===== config.mk =====
export PLATFORM = sky130hd
export DESIGN_NAME = ordered_char_list_engine_top
export DESIGN_NICKNAME = d
export VERILOG_FILES = /design/src/hdl/ocle_pkg.sv /design/src/hdl/ocle_cell.sv /design/src/hdl/ocle_find.sv /design/src/hdl/ordered_char_list_engine_top.sv
export SDC_FILE = /design/constraint.sdc
export NUM_CORES = 1
export LEC_CHECK = 0
export BUFFER_PORTS_ARGS = -buffer_cell sky130_fd_sc_hd__buf_2
export CORE_AREA = 2 2 98 194
export CTS_CLUSTER_DIAMETER = 40
export DETAILED_ROUTE_END_ITERATION = 8
export DIE_AREA = 0 0 100 196
export PLACE_DENSITY = 0.8
export SYNTH_ARGS = -nofsm -noshare
export SYNTH_HDL_FRONTEND = slang
export SYNTH_SLANG_ARGS = --single-unit

===== constraint.sdc =====
create_clock -name clock -period 6.7 [get_ports clock]
set_input_delay 2.01 -clock clock [delete_from_list [all_inputs] [get_ports clock]]
set_output_delay 2.01 -clock clock [all_outputs]
set_load 0.01 [all_outputs]

===== src/hdl/ocle_pkg.sv =====
package ocle_pkg;

   localparam int unsigned DATA_W = 8;
   localparam int unsigned POS_W  = 5;

   // command codes
   localparam logic [1:0] CMD_INSERT = 2'd0;
   localparam logic [1:0] CMD_DELETE = 2'd1;
   localparam logic [1:0] CMD_FIND   = 2'd2;
   localparam logic [1:0] CMD_READ   = 2'd3;

   // status codes
   localparam logic [1:0] ST_OK       = 2'd0;
   localparam logic [1:0] ST_BADPOS   = 2'd1;
   localparam logic [1:0] ST_FULL     = 2'd2;
   localparam logic [1:0] ST_NOTFOUND = 2'd3;

   typedef struct packed {
      logic [1:0]        cmd;
      logic [POS_W-1:0]  position;
      logic [DATA_W-1:0] value;
   } req_type;

   typedef struct packed {
      logic [1:0]        status;
      logic [DATA_W-1:0] read_value;
      logic [POS_W-1:0]  found_position;
      logic [POS_W-1:0]  entry_count;
   } rsp_type;

   // per-cell shift control
   typedef struct packed {
      logic ins;    // insert commits this cycle
      logic del;    // delete commits this cycle
      logic at;     // cell sits at the addressed position
      logic after;  // cell sits past the addressed position
   } cell_ctrl_type;

endpackage


===== src/hdl/ocle_cell.sv =====
module ocle_cell (
   input  logic                           clock,
   input  ocle_pkg::cell_ctrl_type        ctrl,
   input  logic [ocle_pkg::DATA_W-1:0]    value,
   input  logic [ocle_pkg::DATA_W-1:0]    left_data,
   input  logic [ocle_pkg::DATA_W-1:0]    right_data,
   output logic [ocle_pkg::DATA_W-1:0]    data,
   output logic                           match
);
   import ocle_pkg::*;

   logic [DATA_W-1:0] data_ff;
   logic [DATA_W-1:0] data_in;

   always_comb begin
      data_in = data_ff;
      if (ctrl.ins) begin
         if (ctrl.at) begin
            data_in = value;
         end else if (ctrl.after) begin
            data_in = left_data;
         end
      end else if (ctrl.del && (ctrl.at || ctrl.after)) begin
         data_in = right_data;
      end
   end

   always_ff @(posedge clock) begin
      data_ff <= data_in;
   end

   assign data  = data_ff;
   assign match = (data_ff == value);

endmodule


===== src/hdl/ocle_find.sv =====
module ocle_find #(
   parameter int unsigned DEPTH = 16
) (
   input  logic [DEPTH-1:0]           hits,
   output logic                       any_hit,
   output logic [ocle_pkg::POS_W-1:0] position
);
   import ocle_pkg::*;

   localparam int unsigned IDX_W = (DEPTH > 1) ? $clog2(DEPTH) : 1;

   logic [DEPTH-1:0] lowest;
   logic [IDX_W-1:0] index;

   // isolate the lowest set bit, then encode the one-hot word
   assign lowest  = hits & (~hits + DEPTH'(1));
   assign any_hit = |hits;

   always_comb begin
      index = '0;
      for (int k = 0; k < DEPTH; k++) begin
         if (lowest[k]) begin
            index = index | IDX_W'(k);
         end
      end
   end

   assign position = POS_W'({1'b0, index} + {{IDX_W{1'b0}}, 1'b1});

endmodule


===== src/hdl/ordered_char_list_engine_top.sv =====
// Ordered byte list of up to DEPTH entries held in a row of shift cells.
// A command is taken at every clock edge where start is high (busy is
// always low); its single response appears on rsp_beat with rsp_strobe one
// cycle later and must be captured then, since it cannot be held off.
// Insert and delete shift every cell past the addressed position by one
// in that same cycle, and find compares all cells in parallel, so every
// command takes one cycle and the next one sees the updated list.
module ordered_char_list_engine_top #(
   parameter int unsigned DEPTH = 16
) (
   input  logic              clock,
   input  logic              reset,
   input  logic              start,
   output logic              busy,
   input  ocle_pkg::req_type req_beat,
   output logic              rsp_strobe,
   output ocle_pkg::rsp_type rsp_beat
);
   import ocle_pkg::*;

   localparam int unsigned CNT_W = $clog2(DEPTH + 1);
   localparam int unsigned EXT_W = ((CNT_W > POS_W) ? CNT_W : POS_W) + 1;
   localparam int unsigned IDX_W = (DEPTH > 1) ? $clog2(DEPTH) : 1;

   logic [CNT_W-1:0]  count_ff;
   logic [CNT_W-1:0]  count_in;
   logic              strobe_ff;
   logic              strobe_in;
   rsp_type           rsp_ff;
   rsp_type           rsp_in;

   logic              accept;
   logic [EXT_W-1:0]  pos_ext;
   logic [EXT_W-1:0]  pos_m1;
   logic [EXT_W-1:0]  cnt_ext;
   logic              pos_zero;
   logic              ins_bad;
   logic              full;
   logic              rd_bad;
   logic              do_ins;
   logic              do_del;
   logic [IDX_W-1:0]  rd_idx;

   logic [DATA_W-1:0] cell_data [DEPTH];
   logic [DEPTH-1:0]  cell_match;
   logic [DEPTH-1:0]  hits;
   logic              any_hit;
   logic [POS_W-1:0]  hit_pos;

   assign busy   = 1'b0;
   assign accept = start && !busy;

   assign pos_ext  = EXT_W'(req_beat.position);
   assign pos_m1   = pos_ext - EXT_W'(1);
   assign cnt_ext  = EXT_W'(count_ff);
   assign pos_zero = (req_beat.position == '0);
   assign ins_bad  = pos_zero || (pos_ext > cnt_ext + EXT_W'(1));
   assign full     = (cnt_ext == EXT_W'(DEPTH));
   assign rd_bad   = pos_zero || (pos_ext > cnt_ext);
   assign rd_idx   = pos_m1[IDX_W-1:0];

   assign do_ins = accept && (req_beat.cmd == CMD_INSERT) && !ins_bad && !full;
   assign do_del = accept && (req_beat.cmd == CMD_DELETE) && !rd_bad;

   genvar g;
   generate
      for (g = 0; g < DEPTH; g++) begin : g_cell
         cell_ctrl_type           ctrl;
         logic [DATA_W-1:0]       left_data;
         logic [DATA_W-1:0]       right_data;

         assign ctrl.ins   = do_ins;
         assign ctrl.del   = do_del;
         assign ctrl.at    = (EXT_W'(g) == pos_m1);
         assign ctrl.after = (EXT_W'(g) > pos_m1);

         if (g == 0) begin : g_first
            assign left_data = req_beat.value;
         end else begin : g_mid
            assign left_data = cell_data[g-1];
         end
         if (g == DEPTH - 1) begin : g_last
            assign right_data = '0;
         end else begin : g_inner
            assign right_data = cell_data[g+1];
         end

         ocle_cell u_cell (
            .clock      (clock),
            .ctrl       (ctrl),
            .value      (req_beat.value),
            .left_data  (left_data),
            .right_data (right_data),
            .data       (cell_data[g]),
            .match      (cell_match[g])
         );

         // only occupied cells take part in the search
         assign hits[g] = cell_match[g] && (EXT_W'(g) < cnt_ext);
      end
   endgenerate

   ocle_find #(
      .DEPTH (DEPTH)
   ) u_find (
      .hits     (hits),
      .any_hit  (any_hit),
      .position (hit_pos)
   );

   always_comb begin
      count_in = count_ff;
      if (do_ins) begin
         count_in = count_ff + CNT_W'(1);
      end else if (do_del) begin
         count_in = count_ff - CNT_W'(1);
      end
   end

   always_comb begin
      rsp_in                = '0;
      rsp_in.status         = ST_OK;
      case (req_beat.cmd)
         CMD_INSERT: begin
            if (ins_bad) begin
               rsp_in.status = ST_BADPOS;
            end else if (full) begin
               rsp_in.status = ST_FULL;
            end
         end
         CMD_DELETE: begin
            if (rd_bad) begin
               rsp_in.status = ST_BADPOS;
            end
         end
         CMD_FIND: begin
            if (any_hit) begin
               rsp_in.found_position = hit_pos;
            end else begin
               rsp_in.status = ST_NOTFOUND;
            end
         end
         CMD_READ: begin
            if (rd_bad) begin
               rsp_in.status = ST_BADPOS;
            end else begin
               rsp_in.read_value = cell_data[rd_idx];
            end
         end
         default: begin
            rsp_in.status = ST_BADPOS;
         end
      endcase
      rsp_in.entry_count = POS_W'(count_in);
   end

   assign strobe_in = accept;

   always_ff @(posedge clock) begin
      if (reset) begin
         count_ff  <= '0;
         strobe_ff <= 1'b0;
      end else begin
         count_ff  <= count_in;
         strobe_ff <= strobe_in;
      end
   end

   always_ff @(posedge clock) begin
      if (accept) begin
         rsp_ff <= rsp_in;
      end
   end

   assign rsp_strobe = strobe_ff;
   assign rsp_beat   = rsp_ff;

   a_count_bound : assert property (@(posedge clock) disable iff (reset)
      count_ff <= CNT_W'(DEPTH))
      else $error("entry count above depth");

   a_one_beat_per_cmd : assert property (@(posedge clock) disable iff (reset)
      accept |=> rsp_strobe)
      else $error("accepted command gave no response beat");

   a_no_spurious_beat : assert property (@(posedge clock) disable iff (reset)
      !accept |=> !rsp_strobe)
      else $error("response beat without a command");

   a_found_only_ok : assert property (@(posedge clock) disable iff (reset)
      (rsp_strobe && rsp_beat.found_position != '0) |-> rsp_beat.status == ST_OK)
      else $error("find position reported with error status");

   a_list_kept_on_error : assert property (@(posedge clock) disable iff (reset)
      (accept && !do_ins && !do_del) |=> $stable(count_ff))
      else $error("count moved on a non-updating command");

endmodule

**After elaboration in Yosys (flattened, before gate mapping)**

Cells that the tools add are included.

- Add/subtract/negate cells: 6
- $lt $le $gt $ge: 35
- Eq/ne operators: 51
- Multiplexer cells: 89
- Bitwise operators: 4
- Reduce and logical (&&, ||, !) cells: 97

Operator list:

| kind | number |
|---|---|
| 2-to-1 mux 8 bit | 66 |
| == test 8 bit | 16 |
| == test 4 x 6 -> 1 bit, first input constant | 8 |
| greater-than comparator 4 x 6 -> 1 bit, first input constant | 8 |
| != test 3 x 1 -> 1 bit, second input constant | 16 |
| < comparator 4 x 5 -> 1 bit, first input constant | 8 |
| logical AND 1 bit | 37 |
| AND reduction 2 bit | 17 |
| binary-select mux 8 bit (select 4 bit) | 1 |
| 2-to-1 mux 4 bit | 8 |
| nonzero test 2 bit | 16 |
| == test 3 x 6 -> 1 bit, first input constant | 4 |
| greater-than comparator 3 x 6 -> 1 bit, first input constant | 4 |
| < comparator 3 x 5 -> 1 bit, first input constant | 4 |
| logical OR 1 bit | 18 |
| adder 16 x 1 -> 16 bit, second input constant | 1 |
| bitwise AND 16 bit | 1 |
| inverter 16 bit | 1 |
| OR reduction 16 bit | 1 |
| == test 2 x 6 -> 1 bit, first input constant | 2 |
| greater-than comparator 1 x 6 -> 1 bit, first input constant | 2 |
| greater-than comparator 2 x 6 -> 1 bit, first input constant | 2 |
| 2-to-1 mux 3 bit | 4 |
| < comparator 1 x 5 -> 1 bit, first input constant | 2 |
| other kinds (24) | 35 |

- Register bits after elaboration: 154
- Bits of input ports: 18
- Output and inout bits: 22
- Word-level logic and storage cells: 304

**Depth between registers and ports, before layout**

- Word-level depth: 21
- Gate-level depth with buffers: 16
- Gate-level depth less buffers: 11

**Hierarchy**

Synthesis repeated with hierarchy kept, for this count alone.

- Cells, all modules: 1068
- Area, all modules: 11501.0 um2

Modules (own cells, without submodules):

| module | times used | cells an instance | area an instance (um2) | sequential area each (um2) |
|---|---|---|---|---|
| ocle_cell | 16 | 47 | 515.5 | 240.2 |
| ordered_char_list_engine_top | 1 | 278 | 2962.8 | 720.7 |
| ocle_find | 1 | 38 | 290.3 | 0.0 |

**Worst setup path after synthesis**

Ideal clock, no wire load.

- Path kind: input port to flip-flop
- Start point: in req_beat[8] in the netlist's numbering
- End point: reg g_cell[2].u_cell.data_ff[0], enable pin
- Library setup time: 385 ps
- Data arrival time: 5015 ps
- Required time: 6315 ps
- Slack: 1300 ps
- Cell stages on the path: 13
- Path buffers: 4
- Path through: buf_2 buf_1 inv_1 ha_1 buf_2 or3b_2 nor2_1 nor3_1 a21boi_2 nor4_1 nor2_1 clkbuf_1 nor3b_1

- Cells in the longest elaborated chain, start to end: 7
- Elaborated cells on any way between the ends: 18
- Classes of those cells: 1 x add/sub; 3 x order compare; 2 x eq/ne; 12 x reduce/logical

Ends and longest elaborated chain:

| element | line | RTL |
|---|---|---|
| start: declaration | ordered_char_list_engine_top.sv:15 | `input ocle_pkg::req_type req_beat,` |
| parallel branches: the longest is 6 deep, another holds subtractor 5 x 1 -> 6 bit | -- |  |
| AND reduction 2 bit (no line) (*) | -- |  |
| end signal: assignment | ocle_cell.sv:29 | `data_ff <= data_in;` |
| end: declaration | ocle_cell.sv:12 | `logic [DATA_W-1:0] data_ff;` |

Every way passes the cells marked *.
A chain may end at the register's enable or synchronous reset.

**Worst setup path in the final report**

- Start point: in req_beat[1] in the netlist's numbering
- End point: reg rsp_ff (netlist bit rsp_beat[9]), data pin

- Cells in the longest elaborated chain, start to end: 21
- Elaborated cells on any way between the ends: 53
- Classes of those cells: 2 x add/sub; 16 x eq/ne; 15 x mux; 2 x bitwise; 18 x reduce/logical

Ends and longest elaborated chain:

| element | line | RTL |
|---|---|---|
| == test 8 bit | ocle_cell.sv:33 | `assign match = (data_ff == value);` |
| logical AND 1 bit | ordered_char_list_engine_top.sv:99 | `assign hits[g] = cell_match[g] && (EXT_W'(g) < cnt_ext);` |
| inverter 16 bit | ocle_find.sv:16 | `assign lowest = hits & (~hits + DEPTH'(1));` |
| adder 16 x 1 -> 16 bit | ocle_find.sv:16 |  |
| bitwise AND 16 bit | ocle_find.sv:16 |  |
| 2-to-1 mux 1 bit | ocle_find.sv:22 | `if (lowest[k]) begin` |
| 2-to-1 mux 2 bit (2 in a row) | ocle_find.sv:22 |  |
| 2-to-1 mux 3 bit (4 in a row) | ocle_find.sv:22 |  |
| 2-to-1 mux 4 bit (8 in a row) | ocle_find.sv:22 |  |
| adder 4 x 1 -> 5 bit | ocle_find.sv:28 | `assign position = POS_W'({1'b0, index} + {{IDX_W{1'b0}}, 1'b1});` |
| end signal: assignment | ordered_char_list_engine_top.sv:171 | `rsp_ff <= rsp_in;` |
| end: declaration | ordered_char_list_engine_top.sv:29 | `rsp_type rsp_ff;` |

Parallel ways exist; a longest one is shown, timed or not.

==> flow_summary.ini <==
[timing]
fmax_ghz = 0.190
setup_slack_ns = 1.44
period_minus_slack_ns = 5.26
fin_crit_sh = 0.785
fin_skew_ns = 0.0102
worst_pin_slew_ns = 1.13
rsz0062_at_grt = no
slew_headroom = 0.240
finalSetupViolCount = 0
setup_tns_ns = 0
drv_slew = 0
timing.hold.ws_ns = 0.636
hold_viol = 0

[synth]
async_flop_share = 0
synth_warnings = 0
syn_nets = 1140
yosysSeqAreaShare = 0.403
synth_edf_count = 148
avgSynthCellArea_um2 = 10.3
synth_cell_types = 64
synthCells = 1103
synth_area_um2 = 11300
ys_ff_latch = 154
synth_flop_cell = edfxtp_1

[drt]
dr.pass1.iters = 6
drtIter0Drc = 964
num_vias = 9312
ant_nets = 0
post-route-drc-count = 0
wl_per_cell_um = 26.8
wirelength_um = 35400
routed_via_density = 7.06

[cts]
clk_latency_ns = 0.44
clk_pin_slew_ns = 0.07
cts_tree = yes
clock_sinks = 154
cts_buffers = 17
h-tree-depth = 4
post_cts_buffers = 0
cts_resized = 0
cts-root-buf = clkbuf_16
clockBufferDepth = 2
hold_buffers = 0

[placed_design]
gp_congestion = 1.04
port_buffers = 38
dp_cells = 1285
dp_slack_ns = 1.19
hpwl_um = 25900

[final_layout]
syn2layout_area_growth_pct = 6.76
instances_no_fill = 1319
fill_cells = 1414
final_common_cell = nand2_1
final_nets = 1125
layout_common_cells = nand2_1 (173), edfxtp_1 (148), mux2i_1 (114)
drive_above_1_share = 0.138

[power]
power.total_mw = 2.51
p_sw_frac = 0.263
clkPwrFrac = 0.414
combPwrFrac = 0.147
peakVddDrop_v = 0.000152
leakagePower_nw = 4.78
p_seq_frac = 0.439
p_per_area_nw_per_um2 = 207
power.internal_mw = 1.85
p_switching_mw = 0.659

[critical_path]
criticalPathCategory = input pin to register
worstPathCellList = buf_2 -> buf_4 -> xor2_1 -> nor4_1 -> and3_1 -> nor4_1 -> and4_1 -> o311a_1 -> nand2b_1 -> ha_1 -> nand2_1 -> a2111oi_2
crit_family = simple AND/OR/NAND/NOR gates
cp.arrival_ns = 5.51
cp_slowest_stage_delay_ns = 0.92
slowest_stage = nor4_1
crit_path_end_kind = register
path_buf_inv = 2
crit_path_frequent_cell = nor4_1
worstPathRequired_ns = 6.95
startpoint_type = input pin
worst-path-max-fanout = 21

[run]
max_cap_violations = 0

[global_routing]
grt_pass1_wl_um = 53200
grt_max_degree = 244
grt_overflow = 0
antenna_found_initial = 1
grt_use_total = 0.369
grt_pass1_vias = 9023

[die]
dieArea_um2 = 19600
die_h_um = 196
initial_utilization = 0.622
fp.dieW_um = 100
ioPinCount = 40
num_rows = 70
core_area_um2 = 18200

[run_status]
status = completed

[worst_hold_path]
worst_hold_path_type = register to register
[stage by stage]
stage	util	area [um2]
2_1_floorplan	-	11300
3_3_place_gp	0.630	11500
3_5_place_dp	0.630	11500
4_1_cts	0.664	12100
5_1_grt	0.664	12100
6_report	0.664	12100
[kinds of logic after synthesis]
kind of cell	count (synthesis)	synth area share
other	1	0.000331
adders and majority gates	19	0.0210
muxes	157	0.183
buffers and inverters	103	0.0477
and+or+nand+nor	343	0.141
DFF	154	0.403
AOI/OAI and AO/OA	189	0.0983
xor gates and xnor gates	137	0.106
[tightest hold or removal path, cell delays in order (launching register included)]
cell and delay [ns]:
edfxtp_1 0.40, nand2_1 0.06, o21ai_0 0.07
[sequential cells by signal (all words and copies together) (netlist names)]
register and cells:
count_ff 5, rsp_beat 20, g_cell.u_cell.data 128, rsp_strobe 1
[cells in the mapped netlist (3+ instances only)]
master / n / share of area
buf_6: 10 / 0.0099
nand2_1: 173 / 0.057
buf_4: 10 / 0.0066
nor2_1: 41 / 0.014
nand2b_1: 5 / 0.0028
nor4_1: 19 / 0.010
or3_1: 3 / 0.0017
nor3_1: 15 / 0.0066
mux2i_1: 114 / 0.10
nand3b_1: 3 / 0.0020
and3_1: 6 / 0.0033
a21oi_2: 8 / 0.0062
edfxtp_1: 148 / 0.39
a211oi_1: 3 / 0.0020
dfxtp_1: 6 / 0.011
nor3b_1: 7 / 0.0046
nor2b_1: 12 / 0.0066
nand3_1: 22 / 0.0097
a21oi_1: 24 / 0.011
clkbuf_1: 30 / 0.0099
buf_1: 9 / 0.0030
buf_2: 33 / 0.015
o21a_1: 3 / 0.0020
o22ai_1: 3 / 0.0017
o21ai_1: 65 / 0.029
inv_1: 9 / 0.0030
xnor2_1: 79 / 0.061
mux4_2: 40 / 0.079
and2_1: 4 / 0.0022
o31a_1: 3 / 0.0023
ha_1: 19 / 0.021
xor2_1: 58 / 0.045
nand4_1: 23 / 0.013
o21ai_0: 60 / 0.026
[per-layer routing]
metal	vias up	track usage	share of wire
li1	3980	-	-
met1	4432	0.395	0.31
met2	673	0.625	0.50
met3	227	0.0559	0.081
met4	0	0.313	0.11
met5	-	0	0
[cell type report]
cell class | instances | area [um2] | area share
Antenna cell | 2 | 5.00 | 0.000414
Sequential cell | 154 | 4560 | 0.377
Clock buffer | 20 | 447 | 0.0369
Inverter | 11 | 41.3 | 0.00341
Tap cell | 216 | 270 | 0.0223
Multi-Input combinational cell | 846 | 6240 | 0.516
Timing Repair Buffer | 58 | 353 | 0.0292
Clock inverter | 12 | 173 | 0.0143
[power groups by stage]
| stage | sequential (mW) | clock [mW] | combinational, mW |
|---|---|---|---|
| finish | 1.10 | 1.04 | 0.370 |
| global route | 1.10 | 1.07 | 0.390 |
| CTS | 1.10 | 1.04 | 0.360 |
| detailed placement | 1.12 | 0 | 0.357 |
| global placement | 1.12 | 0 | 0.351 |
| floorplan | 1.11 | 0 | 0.264 |
[final timing paths]
check | startpoint | cells past startpoint | slack, ns | endpoint
worst min register to register | g_cell[15].u_cell.data[4] | 2 | 0.64 | g_cell[14].u_cell.data[4]
worst min-delay path | g_cell[15].u_cell.data[4] | 2 | 0.64 | g_cell[14].u_cell.data[4]
worst max register to register | count_ff[2] | 10 | 2.62 | rsp_beat[9]
worst max-delay path | req_beat[1] | 12 | 1.44 | rsp_beat[9]
(Power assumes the default switching activity.)
